==> src/hdl/ihpl_pkg.sv <==
// ----------------------------------------------------------------------------
// ihpl_pkg: shared types and constants of the hex page loader
// Request and result structs, operation and status codes, parser phases
// and the hex digit decoder.
// ----------------------------------------------------------------------------
package ihpl_pkg;

  localparam int unsigned PageBytes   = 256;
  localparam int unsigned LineBytesDef = 256;

  localparam logic [7:0]  EscChar   = 8'h1b;
  localparam logic [7:0]  ColonChar = 8'h3a;
  localparam logic [15:0] PageMask  = 16'hff00;

  typedef enum logic [1:0] {
    OP_PARSE = 2'd0,
    OP_READ  = 2'd1,
    OP_ACK   = 2'd2,
    OP_NOP   = 2'd3
  } op_e;

  typedef enum logic [1:0] {
    ST_BUSY  = 2'd0,
    ST_CSERR = 2'd1,
    ST_PAGE  = 2'd2,
    ST_EOF   = 2'd3
  } status_e;

  // record parser phases
  typedef enum logic [7:0] {
    PH_WAIT   = 8'b0000_0001,
    PH_COUNT  = 8'b0000_0010,
    PH_ADDR   = 8'b0000_0100,
    PH_TYPE   = 8'b0000_1000,
    PH_DATA   = 8'b0001_0000,
    PH_SUM    = 8'b0010_0000,
    PH_EOFSUM = 8'b0100_0000,
    PH_COPY   = 8'b1000_0000
  } phase_e;

  // back-end sequencer states
  typedef enum logic [2:0] {
    SQ_IDLE = 3'b001,
    SQ_COPY = 3'b010,
    SQ_WORD = 3'b100
  } seq_e;

  typedef struct packed {
    logic [1:0] op;
    logic [7:0] char_in;
    logic [6:0] word_index;
  } in_item_t;

  typedef struct packed {
    logic [1:0]  status;
    logic [15:0] page_base;
    logic [15:0] record_address;
    logic [15:0] read_word;
  } out_item_t;

  // hex digit value, 16 when the character is not a hex digit
  function automatic logic [4:0] hex_value(input logic [7:0] c);
    logic [4:0] v;
    v = 5'd16;
    if (c >= 8'h30 && c <= 8'h39) v = 5'(c - 8'h30);
    else if (c >= 8'h61 && c <= 8'h66) v = 5'(c - 8'h57);
    else if (c >= 8'h41 && c <= 8'h46) v = 5'(c - 8'h37);
    return v;
  endfunction

endpackage

==> src/hdl/ihpl_front.sv <==
// ----------------------------------------------------------------------------
// ihpl_front: request intake
// Two-entry queue that takes requests while the back end is busy.
// ----------------------------------------------------------------------------
module ihpl_front
  import ihpl_pkg::*;
(
  input  logic     clk_i,
  input  logic     rst_ni,
  input  logic     in_valid_i,
  output logic     in_stall_o,
  input  in_item_t in_i,
  output logic     req_valid_o,
  input  logic     req_pop_i,
  output in_item_t req_o
);

  in_item_t   slot_q [2];
  logic       wptr_q, wptr_d, rptr_q, rptr_d;
  logic [1:0] cnt_q, cnt_d;
  logic       push, pop;

  assign in_stall_o  = (cnt_q == 2'd2);
  assign push        = in_valid_i && !in_stall_o;
  assign req_valid_o = (cnt_q != 2'd0);
  assign pop         = req_pop_i && req_valid_o;
  assign req_o       = slot_q[rptr_q];

  // pointer and fill bookkeeping
  always_comb begin
    wptr_d = push ? !wptr_q : wptr_q;
    rptr_d = pop ? !rptr_q : rptr_q;
    cnt_d  = cnt_q + 2'(push) - 2'(pop);
  end

  always_ff @(posedge clk_i or negedge rst_ni) begin
    if (!rst_ni) begin
      wptr_q <= 1'b0;
      rptr_q <= 1'b0;
      cnt_q  <= 2'd0;
    end else begin
      wptr_q <= wptr_d;
      rptr_q <= rptr_d;
      cnt_q  <= cnt_d;
    end
  end

  always_ff @(posedge clk_i) begin
    if (push) slot_q[wptr_q] <= in_i;
  end

endmodule

==> config.mk <==
export PLATFORM = sky130hd
export DESIGN_NAME = ihpl_front
export DESIGN_NICKNAME = d
export VERILOG_FILES = /design/src/hdl/ihpl_pkg.sv /design/src/hdl/ihpl_front.sv
export SDC_FILE = /design/constraint.sdc
export NUM_CORES = 1
export LEC_CHECK = 0
export BUFFER_PORTS_ARGS = -buffer_cell sky130_fd_sc_hd__buf_4
export CORE_ASPECT_RATIO = 1.1
export CORE_MARGIN = 3
export CORE_UTILIZATION = 54
export DETAILED_ROUTE_END_ITERATION = 10
export PLACE_DENSITY = 0.82
export REMOVE_ABC_BUFFERS = 1
export SLEW_MARGIN = 10
export SYNTH_ARGS = -nofsm -noshare
export SYNTH_HDL_FRONTEND = slang
export SYNTH_SLANG_ARGS = --single-unit
==> constraint.sdc <==
create_clock -name clk_i -period 2.6 [get_ports clk_i]
set_input_delay 0.26 -clock clk_i [delete_from_list [all_inputs] [get_ports clk_i]]
set_output_delay 0.26 -clock clk_i [all_outputs]
set_load 0.01 [all_outputs]
Word-level counts from Yosys, hierarchy flattened
Memory sizes are Yosys's and may differ from the RTL's.
Cells that the tools add are included.
Widths: inputs -> output; s select.
{"block": "totals", "inputBits": 21, "memories": 1, "out_inout_bits": 19, "ramBits": 34, "ff_bits": 4, "wordCells": 15}
{"block": "classes", "addsub": 2, "n_eq_ne": 1, "reduce_logical": 6, "mux": 2}
{"memory": "slot_q", "words": 2, "word_bits": 17, "read_ports": 1, "rd_clocked_by_memory_dff": 0, "wr": 1, "line_no": "ihpl_front.sv:18", "text": "in_item_t slot_q [2];"}
{"op": "$logic_not 1->1", "n": 3}
{"op": "$add 2x1->2", "n": 1}
{"op": "$eq 2x2->1 const B", "n": 1}
{"op": "$logic_and 1x1->1", "n": 2}
{"op": "$mux 1", "n": 2}
{"op": "$reduce_bool 2->1", "n": 1}
{"op": "$sub 2x1->2", "n": 1}

Longest topological paths before layout
{"block": "depth", "ltp_word": 5, "mapped_depth": 7, "mapped_depth_nobuf": 7}

Least setup slack after synthesis
OpenSTA, ideal clock, no wires.
{"block": "synth_timing", "kind": "reg2reg", "startpoint": "register cnt_q[1]", "endpoint": "memory slot_q[0][0] in the netlist's numbering (enable)", "stages_incl_launch_ff": 4, "required_time_ns": 2.210, "path_slack_ns": 0.886, "arrival_ns": 1.324, "setup_ns": 0.390, "n_path_buf": 0, "path_cell_list": "dfrtp_1 -> nand2b_1 -> nand2_1 -> nor2_1"}
{"block": "synth_via", "elab_chain_cells": 5}
{"element": "start: declaration", "line_no": "ihpl_front.sv:20", "text": "logic [1:0] cnt_q, cnt_d;"}
{"element": "start signal: assignment", "line_no": "ihpl_front.sv:44", "text": "cnt_q <= cnt_d;"}
{"element": "$eq 2x2->1", "line_no": "ihpl_front.sv:23", "text": "assign in_stall_o = (cnt_q == 2'd2);"}
{"element": "$logic_not 1->1", "line_no": "ihpl_front.sv:24", "text": "assign push = in_valid_i && !in_stall_o;"}
{"element": "$logic_and 1x1->1", "line_no": "ihpl_front.sv:24"}
{"element": "$mux 1", "line_no": "ihpl_front.sv:49", "text": "if (push) slot_q[wptr_q] <= in_i;"}
{"element": "$mux 1 (not written as such)", "line_no": "ihpl_front.sv:49"}
{"element": "end: declaration", "line_no": "ihpl_front.sv:18"}
No other way between the ends.

==> out/metrics.yaml <==
cells_and_area:
  postLayoutCoreUtil: 0.7329
  fin_nets: 141
  drive_gt1_frac: 0.4790
  n_antenna_cell: 0
  design_area_mm2: 0.001864
  syn2layout_area_growth_pct: 26.70
place:
  gp_congestion: 0.6781
  dp_slack_ns: 0.8537
  io_buffers: 39
  dpl.hpwl_mm: 1.578
  placed_area_mm2: 0.001795
timing:
  rsz0062_at_grt: "no"
  worst_pin_slew_ns: 0.7792
  max_clock_freq_mhz: 517.1
  tns_ns: 0
  post-route-min-period_ns: 1.934
  setup_ws_ns: 0.6663
  clock_skew_ns: 0.007008
  maxSlewHeadroom: 0.4805
  finalCritPeriodShare: 0.7437
  setup_viol: 0
  drv_slew: 0
  final_hold_viol_count: 0
synth:
  synth-xor-area-share: 0.02381
  ys_types: 15
  synth_top_family_by_area: "multiplexers"
  synth_adder_area_share: 0.01701
  synth_top_area_share: 0.6939
  synth_compound_area_frac: 0
  yosysSeqAreaShare: 0.7619
  synth_top_area_cell: "edfxtp_1"
  syn_area_per_cell_um2: 20.72
  synth-simple-area-share: 0.02381
  synth-seq-cells: 38
  netlist_instances: 71
  synth_area_leaders: "edfxtp_1 (69%), mux2_4 (9.2%), dfrtp_1 (6.8%)"
  syn-cell-area_mm2: 0.001471
  synth.mux.area_fraction: 0.1531
  synth_warnings: 0
clock_network:
  clockBufferDepth: 2
  cts_sinks: 38
  cts_tree: "done"
  insertion_delay_ns: 0.33
  numCtsBuffers: 5
  cts-root-buf: "clkbuf_4"
  h-tree-depth: 2
  clkTransAtPathRegs_ns: 0.10
hold_path:
  hold_class: "input pin to flip-flop"
status:
  status: "finished clean"
worst_setup_path:
  crit_required_ns: 2.34
  path_common_cell: "buf_4"
  critPathTopFamily: "flip-flops"
  worst-path-buf-inv: 2
  critPathKind: "flip-flop to primary output"
  cp-end-kind: "primary output"
  cpPeakStageDelay_ns: 0.53
  crit_path_top_delay_cell: "dfrtp_1"
  path_cells: "buf_4 -> mux2_1 -> buf_4"
  path_max_fanout: 12
  worst-endpoint-arrival_ns: 1.67
  startpoint_type: "flip-flop"
power:
  p_leak_nw: 0.7613
  power-per-cell-area_mw_per_mm2: 1046
  vdd_drop_max_v: 0.0009498
  power_mw: 1.951
drt:
  via_per_inst: 4.887
  vias: 733
  wl_per_cell_um: 14.94
  first_pass_iters: 3
  drc_errors: 0
  drt-initial-drc-count: 11
  drt_wl_total_mm: 2.241
  antenna_left: 0
global_route:
  grt_pass1_vias: 749
  grt_max_degree: 18
  track_usage: 0.1458
  grt_pass1_wl_mm: 3.339
  antenna_found_initial: 0
  overflow: 0
floorplan:
  die-area_mm2: 0.003388
  rows: 19
  fp.dieW_um: 55.77
  pin_count: 40
  die_h_um: 60.75
  core_area_mm2: 0.002544
  start_util: 0.5785
job:
  drv_cap: 0
## layout by cell type (no fill, tap or decap)
cell	count
dfrtp_1	4
inv_1	2
or2_1	1
and3_1	1
nand2_1	1
nor2_1	1
nand2b_1	1
clkbuf_8	1
xor2_1	1
mux2_1	8
ha_1	2
clkbuf_4	5
and2_4	1
xnor2_1	3
buf_4	41
edfxtp_1	34
clkbuf_1	2
dlygate4sd3_1	1
mux2_4	9
## state kept, by name, indices dropped and copies added (netlist names)
signal  count
wptr_q      1
rptr_q      1
cnt_q       2
slot_q     34
## per-layer routing
layer	vias up	global-route usage	wire [um]
li1	359	-	-
met1	338	0.1330	809
met2	26	0.2635	1222
met3	10	0.05106	127
met4	0	0.1250	82
met5	-	0	0
## per-stage QoR
step                      hold WS (ns)  std cells
after floorplan               -0.03559         69
after global placement         0.05730        141
after detailed placement       0.05898        141
after CTS                      0.09106        150
after global routing           0.06934        150
final                           0.1041        150
## cell type report
| class | instances | area [um^2] |
|---|---|---|
| clock buffers | 8 | 58.81 |
| fillers | 158 | 679.4 |
| flip-flops and latches | 38 | 1121 |
| well taps | 31 | 38.79 |
| inverters | 2 | 7.507 |
| repair buffers | 42 | 317.8 |
| multi-input cells | 29 | 320.3 |
## logic make-up (layout without fill, tap and decap cells)
group         Yosys count  count (layout)
buf+inv                 4              52
flops                  38              38
mux                    17              17
simple gates            6               6
xor+xnor                4               4
fa+ha+maj               2               2
## what timing repair did
item	in CTS	in global routing
hold endpoints to repair	4	0
buffers inserted	0	0
resized for setup	0	0
hold buffers	1	0
## where the power goes
group	switching [mW]	internal, mW
Combinational	0.329	0.406
Sequential	0.0667	0.844
Clock	0.172	0.133
Total	0.567	1.38
## synth_stat cells (all sizes together)
| library cell | count |
|---|---|
| buf | 2 |
| or2 | 1 |
| nand2b | 1 |
| edfxtp | 34 |
| xnor2 | 3 |
| ha | 2 |
| nor2 | 1 |
| and2 | 1 |
| mux2 | 17 |
| and3 | 1 |
| inv | 2 |
| nand2 | 1 |
| dfrtp | 4 |
| xor2 | 1 |
## path summary, 6_finish.rpt
path,from,to,slack [ns],cells after the start
hold / removal,in_i[13],slot_q[1][13],0.10,1
setup / recovery,rptr_q,req_o[1],0.67,3
setup reg to reg,cnt_q[1],cnt_q[1],0.85,7
hold reg to reg,wptr_q,wptr_q,0.50,1
max in group asynchronous,rst_ni,rptr_q,2.24,2
min in group asynchronous,rst_ni,wptr_q,0.25,2
(Power assumes the default switching activity.)
